$ cat src/hdl/phc_pkg.sv
// Shared constants for the point-to-hex-cell pipeline.
// No dependencies; imported by every module of the block.
`default_nettype none

package phc_pkg;

    localparam int COORD_WIDTH_DEF = 16;
    localparam int FRAC_BITS_DEF   = 8;
    localparam int GUARD_BITS      = 8;
    localparam int CONST_FRAC      = 16;
    localparam int CONST_WIDTH     = 18;
    localparam int OUT_WIDTH       = 10;

    localparam logic signed [CONST_WIDTH-1:0] K_SIN60    = 18'sd56756;
    localparam logic signed [CONST_WIDTH-1:0] K_INV_UNIT = 18'sd75674;

endpackage

`default_nettype wire

$ cat src/hdl/phc_rotate.sv
// First stage: widen the point and rotate it by 30 degrees.
// Depends on phc_pkg.
`default_nettype none

module phc_rotate #(
    parameter int COORD_WIDTH = 16,
    parameter int XW          = COORD_WIDTH + 10
) (
    input  wire logic                          aclk,
    input  wire logic                          aresetn,
    input  wire logic                          up_valid,
    output logic                               up_ready,
    input  wire logic signed [COORD_WIDTH-1:0] point_x,
    input  wire logic signed [COORD_WIDTH-1:0] point_y,
    output logic                               dn_valid,
    input  wire logic                          dn_ready,
    output logic signed [XW-1:0]               rot_x,
    output logic signed [XW-1:0]               rot_y
);
    import phc_pkg::*;

    localparam int PW = COORD_WIDTH + GUARD_BITS;
    localparam int MW = PW + CONST_WIDTH;

    logic signed [PW-1:0] px_w;
    logic signed [PW-1:0] py_w;
    logic signed [MW-1:0] bias;
    logic signed [MW-1:0] px_s_prod;
    logic signed [MW-1:0] py_s_prod;
    logic signed [MW-1:0] px_s_sum;
    logic signed [MW-1:0] py_s_sum;
    logic signed [PW:0]   px_inc;
    logic signed [PW:0]   py_inc;
    logic signed [PW-1:0] px_h;
    logic signed [PW-1:0] py_h;
    logic signed [XW-1:0] x_next;
    logic signed [XW-1:0] y_next;
    logic signed [XW-1:0] x_reg;
    logic signed [XW-1:0] y_reg;
    logic                 valid_reg;

    assign px_w = $signed({point_x, {GUARD_BITS{1'b0}}});
    assign py_w = $signed({point_y, {GUARD_BITS{1'b0}}});
    assign bias = $signed(MW'(1) << (CONST_FRAC - 1));

    assign px_s_prod = px_w * K_SIN60;
    assign py_s_prod = py_w * K_SIN60;
    assign px_s_sum  = px_s_prod + bias;
    assign py_s_sum  = py_s_prod + bias;

    assign px_inc = (PW+1)'(px_w) + (PW+1)'(1);
    assign py_inc = (PW+1)'(py_w) + (PW+1)'(1);
    assign px_h   = px_inc[PW:1];
    assign py_h   = py_inc[PW:1];

    assign x_next = XW'(px_s_sum[MW-1:CONST_FRAC]) + XW'(py_h);
    assign y_next = XW'(py_s_sum[MW-1:CONST_FRAC]) - XW'(px_h);

    assign up_ready = !valid_reg || dn_ready;

    always_ff @(posedge aclk) begin
        if (!aresetn) begin
            valid_reg <= 1'b0;
        end else if (up_ready) begin
            valid_reg <= up_valid;
        end
    end

    always_ff @(posedge aclk) begin
        if (up_valid && up_ready) begin
            x_reg <= x_next;
            y_reg <= y_next;
        end
    end

    assign dn_valid = valid_reg;
    assign rot_x    = x_reg;
    assign rot_y    = y_reg;

endmodule

`default_nettype wire

$ cat src/hdl/phc_project.sv
// Two stages: project onto the three cube axes, then scale by the inverse cell unit.
// Depends on phc_pkg.
`default_nettype none

module phc_project #(
    parameter int XW = 26,
    parameter int DW = XW + 4
) (
    input  wire logic                 aclk,
    input  wire logic                 aresetn,
    input  wire logic                 up_valid,
    output logic                      up_ready,
    input  wire logic signed [XW-1:0] rot_x,
    input  wire logic signed [XW-1:0] rot_y,
    output logic                      dn_valid,
    input  wire logic                 dn_ready,
    output logic signed [DW-1:0]      proj_d [3]
);
    import phc_pkg::*;

    localparam int TW  = XW + 2;
    localparam int MWA = XW + CONST_WIDTH;
    localparam int MWB = TW + CONST_WIDTH;

    // projection stage
    logic signed [MWA-1:0] bias_a;
    logic signed [XW:0]    x_inc;
    logic signed [XW-1:0]  xh;
    logic signed [MWA-1:0] ys_prod;
    logic signed [MWA-1:0] ys_sum;
    logic signed [TW-1:0]  ys;
    logic signed [TW-1:0]  ty_next;
    logic signed [TW-1:0]  tz_next;
    logic signed [XW-1:0]  xa_reg;
    logic signed [TW-1:0]  ty_reg;
    logic signed [TW-1:0]  tz_reg;
    logic                  va_reg;
    logic                  ready_a;

    // scaling stage
    logic signed [MWB-1:0] bias_b;
    logic signed [MWB-1:0] prod_b [3];
    logic signed [MWB-1:0] sum_b  [3];
    logic signed [DW-1:0]  d_next [3];
    logic signed [DW-1:0]  d_reg  [3];
    logic                  vb_reg;
    logic                  ready_b;

    assign bias_a  = $signed(MWA'(1) << (CONST_FRAC - 1));
    assign x_inc   = (XW+1)'(rot_x) + (XW+1)'(1);
    assign xh      = x_inc[XW:1];
    assign ys_prod = rot_y * K_SIN60;
    assign ys_sum  = ys_prod + bias_a;
    assign ys      = ys_sum[MWA-1:CONST_FRAC];
    assign ty_next = ys - TW'(xh);
    assign tz_next = -TW'(xh) - ys;

    assign ready_a  = !va_reg || ready_b;
    assign up_ready = ready_a;

    always_ff @(posedge aclk) begin
        if (!aresetn) begin
            va_reg <= 1'b0;
        end else if (ready_a) begin
            va_reg <= up_valid;
        end
    end

    always_ff @(posedge aclk) begin
        if (up_valid && ready_a) begin
            xa_reg <= rot_x;
            ty_reg <= ty_next;
            tz_reg <= tz_next;
        end
    end

    assign bias_b    = $signed(MWB'(1) << (CONST_FRAC - 1));
    assign prod_b[0] = TW'(xa_reg) * K_INV_UNIT;
    assign prod_b[1] = ty_reg * K_INV_UNIT;
    assign prod_b[2] = tz_reg * K_INV_UNIT;

    for (genvar g = 0; g < 3; g++) begin : g_scale
        assign sum_b[g]  = prod_b[g] + bias_b;
        assign d_next[g] = sum_b[g][MWB-1:CONST_FRAC];
    end

    assign ready_b = !vb_reg || dn_ready;

    always_ff @(posedge aclk) begin
        if (!aresetn) begin
            vb_reg <= 1'b0;
        end else if (ready_b) begin
            vb_reg <= va_reg;
        end
    end

    always_ff @(posedge aclk) begin
        if (va_reg && ready_b) begin
            d_reg <= d_next;
        end
    end

    assign dn_valid = vb_reg;
    assign proj_d   = d_reg;

endmodule

`default_nettype wire

$ cat src/hdl/phc_round.sv
// Round each projection to the nearest cell index and form its rounding error.
// Depends on phc_pkg.
`default_nettype none

module phc_round #(
    parameter int DW = 30,
    parameter int WB = 16
) (
    input  wire logic                                  aclk,
    input  wire logic                                  aresetn,
    input  wire logic                                  up_valid,
    output logic                                       up_ready,
    input  wire logic signed [DW-1:0]                  proj_d [3],
    output logic                                       dn_valid,
    input  wire logic                                  dn_ready,
    output logic signed [phc_pkg::OUT_WIDTH-1:0]       cell_r [3],
    output logic [WB-1:0]                              cell_e [3]
);
    import phc_pkg::*;

    localparam int RW = ((DW > WB + OUT_WIDTH) ? DW : (WB + OUT_WIDTH)) + 1;

    logic signed [RW-1:0]        half_r;
    logic [WB-1:0]               half_w;
    logic signed [RW-1:0]        dd     [3];
    logic signed [WB:0]          diff   [3];
    logic [WB:0]                 mag    [3];
    logic signed [OUT_WIDTH-1:0] r_next [3];
    logic [WB-1:0]               e_next [3];
    logic signed [OUT_WIDTH-1:0] r_reg  [3];
    logic [WB-1:0]               e_reg  [3];
    logic                        valid_reg;

    assign half_r = $signed(RW'(1) << (WB - 1));
    assign half_w = WB'(1) << (WB - 1);

    for (genvar g = 0; g < 3; g++) begin : g_lane
        assign dd[g]     = RW'(proj_d[g]) + half_r;
        assign diff[g]   = $signed({1'b0, half_w}) - $signed({1'b0, dd[g][WB-1:0]});
        assign mag[g]    = diff[g][WB] ? -diff[g] : diff[g];
        assign e_next[g] = mag[g][WB-1:0];
        assign r_next[g] = dd[g][WB+OUT_WIDTH-1:WB];
    end

    assign up_ready = !valid_reg || dn_ready;

    always_ff @(posedge aclk) begin
        if (!aresetn) begin
            valid_reg <= 1'b0;
        end else if (up_ready) begin
            valid_reg <= up_valid;
        end
    end

    always_ff @(posedge aclk) begin
        if (up_valid && up_ready) begin
            r_reg <= r_next;
            e_reg <= e_next;
        end
    end

    assign dn_valid = valid_reg;
    assign cell_r   = r_reg;
    assign cell_e   = e_reg;

endmodule

`default_nettype wire

$ cat src/hdl/phc_resolve.sv
// Last stage: force the cube sum to zero on the coordinate with the largest error.
// Depends on phc_pkg; drives the result register.
`default_nettype none

module phc_resolve #(
    parameter int WB = 16
) (
    input  wire logic                            aclk,
    input  wire logic                            aresetn,
    input  wire logic                            up_valid,
    output logic                                 up_ready,
    input  wire logic signed [phc_pkg::OUT_WIDTH-1:0] cell_r [3],
    input  wire logic [WB-1:0]                   cell_e [3],
    output logic                                 m_valid,
    input  wire logic                            m_ready,
    output logic signed [phc_pkg::OUT_WIDTH-1:0] m_cube_i,
    output logic signed [phc_pkg::OUT_WIDTH-1:0] m_cube_j,
    output logic signed [phc_pkg::OUT_WIDTH-1:0] m_cube_k
);
    import phc_pkg::*;

    logic signed [OUT_WIDTH-1:0] sum;
    logic signed [OUT_WIDTH-1:0] i_next;
    logic signed [OUT_WIDTH-1:0] j_next;
    logic signed [OUT_WIDTH-1:0] k_next;
    logic signed [OUT_WIDTH-1:0] i_reg;
    logic signed [OUT_WIDTH-1:0] j_reg;
    logic signed [OUT_WIDTH-1:0] k_reg;
    logic                        valid_reg;

    assign sum = cell_r[0] + cell_r[1] + cell_r[2];

    always_comb begin
        i_next = cell_r[0];
        j_next = cell_r[1];
        k_next = cell_r[2];
        priority if (cell_e[0] >= cell_e[1] && cell_e[0] >= cell_e[2]) begin
            i_next = cell_r[0] - sum;
        end else if (cell_e[1] >= cell_e[0] && cell_e[1] >= cell_e[2]) begin
            j_next = cell_r[1] - sum;
        end else begin
            k_next = cell_r[2] - sum;
        end
    end

    assign up_ready = !valid_reg || m_ready;

    always_ff @(posedge aclk) begin
        if (!aresetn) begin
            valid_reg <= 1'b0;
        end else if (up_ready) begin
            valid_reg <= up_valid;
        end
    end

    always_ff @(posedge aclk) begin
        if (up_valid && up_ready) begin
            i_reg <= i_next;
            j_reg <= j_next;
            k_reg <= k_next;
        end
    end

    assign m_valid  = valid_reg;
    assign m_cube_i = i_reg;
    assign m_cube_j = j_reg;
    assign m_cube_k = k_reg;

endmodule

`default_nettype wire

$ cat src/hdl/point_to_hex_cell_core.sv
// Point to hexagonal cube coordinate mapper: rotate, project, scale, round, resolve.
// Five register stages lie between input transfer and result valid; each holds under stall.
// Throughput: one point per cycle while m_ready is high; each stage has its own valid bit.
// Reset: synchronous, active low, empties every stage; data registers are not reset.
// Depends on phc_pkg, phc_rotate, phc_project, phc_round and phc_resolve.
`default_nettype none

module point_to_hex_cell_core #(
    parameter int COORD_WIDTH = phc_pkg::COORD_WIDTH_DEF,
    parameter int FRAC_BITS   = phc_pkg::FRAC_BITS_DEF
) (
    input  wire logic                                aclk,
    input  wire logic                                aresetn,
    input  wire logic                                s_valid,
    output logic                                     s_ready,
    input  wire logic signed [COORD_WIDTH-1:0]       s_point_x,
    input  wire logic signed [COORD_WIDTH-1:0]       s_point_y,
    output logic                                     m_valid,
    input  wire logic                                m_ready,
    output logic signed [phc_pkg::OUT_WIDTH-1:0]     m_cube_i,
    output logic signed [phc_pkg::OUT_WIDTH-1:0]     m_cube_j,
    output logic signed [phc_pkg::OUT_WIDTH-1:0]     m_cube_k
);
    import phc_pkg::*;

    localparam int XW = COORD_WIDTH + GUARD_BITS + 2;
    localparam int DW = XW + 4;
    localparam int WB = FRAC_BITS + GUARD_BITS;

    logic                        rot_valid;
    logic                        rot_ready;
    logic signed [XW-1:0]        rot_x;
    logic signed [XW-1:0]        rot_y;
    logic                        proj_valid;
    logic                        proj_ready;
    logic signed [DW-1:0]        proj_d [3];
    logic                        rnd_valid;
    logic                        rnd_ready;
    logic signed [OUT_WIDTH-1:0] cell_r [3];
    logic [WB-1:0]               cell_e [3];

    phc_rotate #(
        .COORD_WIDTH (COORD_WIDTH),
        .XW          (XW)
    ) u_rotate (
        .aclk     (aclk),
        .aresetn  (aresetn),
        .up_valid (s_valid),
        .up_ready (s_ready),
        .point_x  (s_point_x),
        .point_y  (s_point_y),
        .dn_valid (rot_valid),
        .dn_ready (rot_ready),
        .rot_x    (rot_x),
        .rot_y    (rot_y)
    );

    phc_project #(
        .XW (XW),
        .DW (DW)
    ) u_project (
        .aclk     (aclk),
        .aresetn  (aresetn),
        .up_valid (rot_valid),
        .up_ready (rot_ready),
        .rot_x    (rot_x),
        .rot_y    (rot_y),
        .dn_valid (proj_valid),
        .dn_ready (proj_ready),
        .proj_d   (proj_d)
    );

    phc_round #(
        .DW (DW),
        .WB (WB)
    ) u_round (
        .aclk     (aclk),
        .aresetn  (aresetn),
        .up_valid (proj_valid),
        .up_ready (proj_ready),
        .proj_d   (proj_d),
        .dn_valid (rnd_valid),
        .dn_ready (rnd_ready),
        .cell_r   (cell_r),
        .cell_e   (cell_e)
    );

    phc_resolve #(
        .WB (WB)
    ) u_resolve (
        .aclk     (aclk),
        .aresetn  (aresetn),
        .up_valid (rnd_valid),
        .up_ready (rnd_ready),
        .cell_r   (cell_r),
        .cell_e   (cell_e),
        .m_valid  (m_valid),
        .m_ready  (m_ready),
        .m_cube_i (m_cube_i),
        .m_cube_j (m_cube_j),
        .m_cube_k (m_cube_k)
    );

    a_cube_sum_zero : assert property (@(posedge aclk) disable iff (!aresetn)
        m_valid |-> (OUT_WIDTH'(m_cube_i + m_cube_j + m_cube_k) == OUT_WIDTH'(0)))
        else $error("cube coordinates do not sum to zero");

    a_drain_opens_input : assert property (@(posedge aclk) disable iff (!aresetn)
        m_ready |-> s_ready)
        else $error("input blocked while result side drains");

    a_reset_empties : assert property (@(posedge aclk)
        !aresetn |=> !m_valid)
        else $error("result valid straight after reset");

    a_rnd_ready_follows : assert property (@(posedge aclk) disable iff (!aresetn)
        !rnd_valid |-> proj_ready)
        else $error("empty round stage stalls upstream");

endmodule

`default_nettype wire
$ cat config.mk
export PLATFORM = sky130hd
export DESIGN_NAME = point_to_hex_cell_core
export DESIGN_NICKNAME = d
export VERILOG_FILES = /design/src/hdl/phc_pkg.sv /design/src/hdl/phc_rotate.sv /design/src/hdl/phc_project.sv /design/src/hdl/phc_round.sv /design/src/hdl/phc_resolve.sv /design/src/hdl/point_to_hex_cell_core.sv
export SDC_FILE = /design/constraint.sdc
export NUM_CORES = 2
export LEC_CHECK = 0
export BUFFER_PORTS_ARGS = -buffer_cell sky130_fd_sc_hd__buf_4
export CORE_ASPECT_RATIO = 1.2
export CORE_MARGIN = 2
export CORE_UTILIZATION = 54
export CTS_CLUSTER_DIAMETER = 50
export DETAILED_ROUTE_END_ITERATION = 7
export PLACE_DENSITY = 0.72
export SLEW_MARGIN = 5
export SYNTH_ARGS = -nofsm -noshare
export SYNTH_HDL_FRONTEND = slang
export SYNTH_SLANG_ARGS = --single-unit
$ cat constraint.sdc
create_clock -name aclk -period 14.25 [get_ports aclk]
set_input_delay 2.85 -clock aclk [delete_from_list [all_inputs] [get_ports aclk]]
set_output_delay 2.85 -clock aclk [all_outputs]
set_load 0.05 [all_outputs]
==> impl_metrics.env <==
export IMPL_seq_area_frac_synth=0.1467
export IMPL_detail_route_antenna_nets=0
export IMPL_cpPeakStageDelay_ps=540
export IMPL_antenna_violations_before_repair=2
export IMPL_routedWlPerCell_um=17.56
export IMPL_floorplan_die_area_um2=125000
export IMPL_timing_reg2reg_setup_slack_ps=3550
export IMPL_post_route_cells_drive_above_1_share=0.03592
export IMPL_clock_sinks=324
export IMPL_criticalPathCategory="input port to register"
export IMPL_pin_count=68
export IMPL_num_vias=44660
export IMPL_final_fill_count=10370
export IMPL_slew_headroom=0.2920
export IMPL_transition_time_of_the_tightest_slew_check_pin_ps=1055
export IMPL_timing_critical_path_to_type="register"
export IMPL_die_w_um=323.1
export IMPL_rr_endpoint="u_project.tz_reg[27]$_DFFE_PP_"
export IMPL_worst_path_most_repeated_cell="o21ai_0"
export IMPL_run_status="finished, final reports clean"
export IMPL_grt_pass1_wl_mm=243.0
export IMPL_fp_coreArea_um2=121400
export IMPL_number_of_max_capacitance_violations_reported=0
export IMPL_grt_overflow_total=0
export IMPL_drt_iter0_markers=1931
export IMPL_drcViolationCount=0
export IMPL_ctsHoldBuffers=0
export IMPL_yosysMostFrequentCell="inv_1"
export IMPL_vias_per_cell=5.282
export IMPL_grt_use_total=0.2448
export IMPL_hp_start="u_rotate.rot_x[4]$_DFFE_PP_"
export IMPL_cts_setup_buffers=0
export IMPL_final_setup_tns_ps=0
export IMPL_routability_congestion_estimate_from_global_placement=0.9208
export IMPL_hold_class="register to register"
export IMPL_synth_cells_most_frequent="inv_1 (1714), ha_1 (1069), fa_1 (975)"
export IMPL_hold_depth=0
export IMPL_clk_pin_slew_worst_paths_ps=60
export IMPL_min_period_ps=10720
export IMPL_number_of_enable_flip_flop_cells_after_synthesis=319
export IMPL_cts_root_buf="clkbuf_16"
export IMPL_ctsHtreeMaxLevel=2
export IMPL_synthDistinctLibCells=112
export IMPL_reg2reg_from="u_rotate.rot_y[5]$_DFFE_PP_"
export IMPL_finalCritPeriodShare=0.7523
export IMPL_rsz0062_at_grt="false"
export IMPL_final_hold_viol_count=0
export IMPL_final_wirelength_mm=148.5
export IMPL_final_nets=8866
export IMPL_synth_area_top_cells="fa_1 (30%), ha_1 (20%), edfxtp_1 (15%), inv_1 (9.8%), xnor2_1 (5.2%)"
export IMPL_area_growth_synth_to_final_pct=5.953
export IMPL_synthesis_area_um2=65980
export IMPL_cts_tree="done"
export IMPL_final_max_slew_violation_count=0
export IMPL_number_of_synthesis_warnings=0
export IMPL_syn_mean_instance_area_um2=9.820
export IMPL_worstSkewPairLatency_ps=590
export IMPL_drt_pre_antenna_iters=5
export IMPL_worstPathRequired_ps=14580
export IMPL_postSynth_topFlopCell="edfxtp_1"
export IMPL_ys_ff_latch=324
export IMPL_synth_top_area_cell="fa_1"
export IMPL_first_global_vias=47600
export IMPL_grt_start_max_net_pins=72
export IMPL_synth_top_cell_area_share=0.2958
export IMPL_cts_path_max_buffers=3
export IMPL_start_util=0.5435
export IMPL_tritoncts_num_buffers=44
export IMPL_syn_num_nets=8799
export IMPL_maxClockFrequency_mhz=93.28
export IMPL_largest_reg_flops=78
export IMPL_cts_repair_resized=0
export IMPL_row_count=140
export IMPL_netlist_instances=6719
export IMPL_worstPathMaxFanout=5
export IMPL_die_h_um=386.9
export IMPL_critical_path_startpoint_type="input port"
export IMPL_worst_path_max_delay_cell="fa_1"
export IMPL_setup_violations=0
export IMPL_numPortBuffers=67
export IMPL_finClkSkew_ps=29.55
export IMPL_reg2reg_depth=38
export IMPL_worst_hold_path_endpoint="u_project.xa_reg[4]$_DFFE_PP_"
export IMPL_critPathArrivalTime_ps=11050
export IMPL_synthArstFlopShare=0
export IMPL_detailedPlacementHpwl_mm=133.1
==> worst max-delay path by stage <==
stage                                      start  cells after the start                        endpoint  slack, ps
global route        u_rotate.rot_y[11]$_DFFE_PP_                     38  u_project.tz_reg[27]$_DFFE_PP_       2760
floorplan                           s_point_y[5]                     33    u_rotate.rot_y[24]$_DFFE_PP_       3910
global placement                    s_point_y[5]                     34    u_rotate.rot_y[24]$_DFFE_PP_       3020
detailed placement                  s_point_y[5]                     34    u_rotate.rot_y[24]$_DFFE_PP_       2990
CTS                                 s_point_y[5]                     34    u_rotate.rot_y[24]$_DFFE_PP_       3580
finish                              s_point_y[5]                     34    u_rotate.rot_y[24]$_DFFE_PP_       3530
==> kinds of logic (layout without fill, tap and decap cells) <==
kind of cell / count (synthesis) / after routing / share of synthesized area
simple gates: 1117 / 1117 / 0.08520
mux: 27 / 27 / 0.004437
xor+xnor: 598 / 598 / 0.07961
other cells: 0 / 2 / 0
buf+inv: 1771 / 1872 / 0.1012
compound gates: 836 / 836 / 0.08405
flops: 324 / 324 / 0.1467
fa+ha+maj: 2046 / 2046 / 0.4988
==> critical path, delay by kind of cell <==
family	cells	cell delay [ps]
fa+ha+maj	8	3490
buf+inv	3	280
xor+xnor	3	570
compound gates	18	3600
simple gates	2	250
==> stage by stage <==
| stage | util | hold WS [ps] | instance area [um^2] | setup slack (ps) | std cells |
|---|---|---|---|---|---|
| CTS | 0.5759 | 505.7 | 69900 | 3580 | 8453 |
| detailed placement | 0.5636 | 492.3 | 68410 | 2993 | 8373 |
| global placement | 0.5636 | 489.1 | 68410 | 3024 | 8373 |
| floorplan | - | 461.2 | 65980 | 3906 | 6719 |
| finish | 0.5759 | 508.8 | 69910 | 3530 | 8455 |
| global route | 0.5759 | 520.5 | 69910 | 2759 | 8454 |
==> per-layer routing <==
layer | part of all wire | up-vias | wire [um] | global-route usage
li1 | - | 21800 | - | -
met5 | 0 | - | 0 | 0
met2 | 0.54 | 672 | 79870 | 0.4712
met1 | 0.39 | 21940 | 57840 | 0.2730
met3 | 0.024 | 256 | 3534 | 0.01955
met4 | 0.048 | 0 | 7198 | 0.1021
==> layout by cell type (no fill, tap or decap), types with 94 or more instances in the layout <==
cell / count
inv_1: 1714
nor3_1: 94
ha_1: 1069
a21o_1: 112
nand2_1: 250
nor2_1: 262
a21oi_1: 229
edfxtp_1: 319
xor2_1: 207
nand3_1: 128
xnor2_1: 389
o21ai_0: 164
fa_1: 975
==> area by class of cell <==
class / instances / area [um^2] / share of cell area
Multi-Input combinational cell: 4624 / 49670 / 0.7106
Sequential cell: 324 / 9679 / 0.1385
Inverter: 1715 / 6437 / 0.09208
Tap cell: 1633 / 2043 / 0.02923
Clock buffer: 51 / 1149 / 0.01643
Timing Repair Buffer: 77 / 578.1 / 0.008269
Clock inverter: 29 / 342.8 / 0.004904
Antenna cell: 2 / 5.005 / 0.00007159
Power is not shown: default switching activity piles up to over one toggle a cycle in this logic, so the estimate is an artifact.
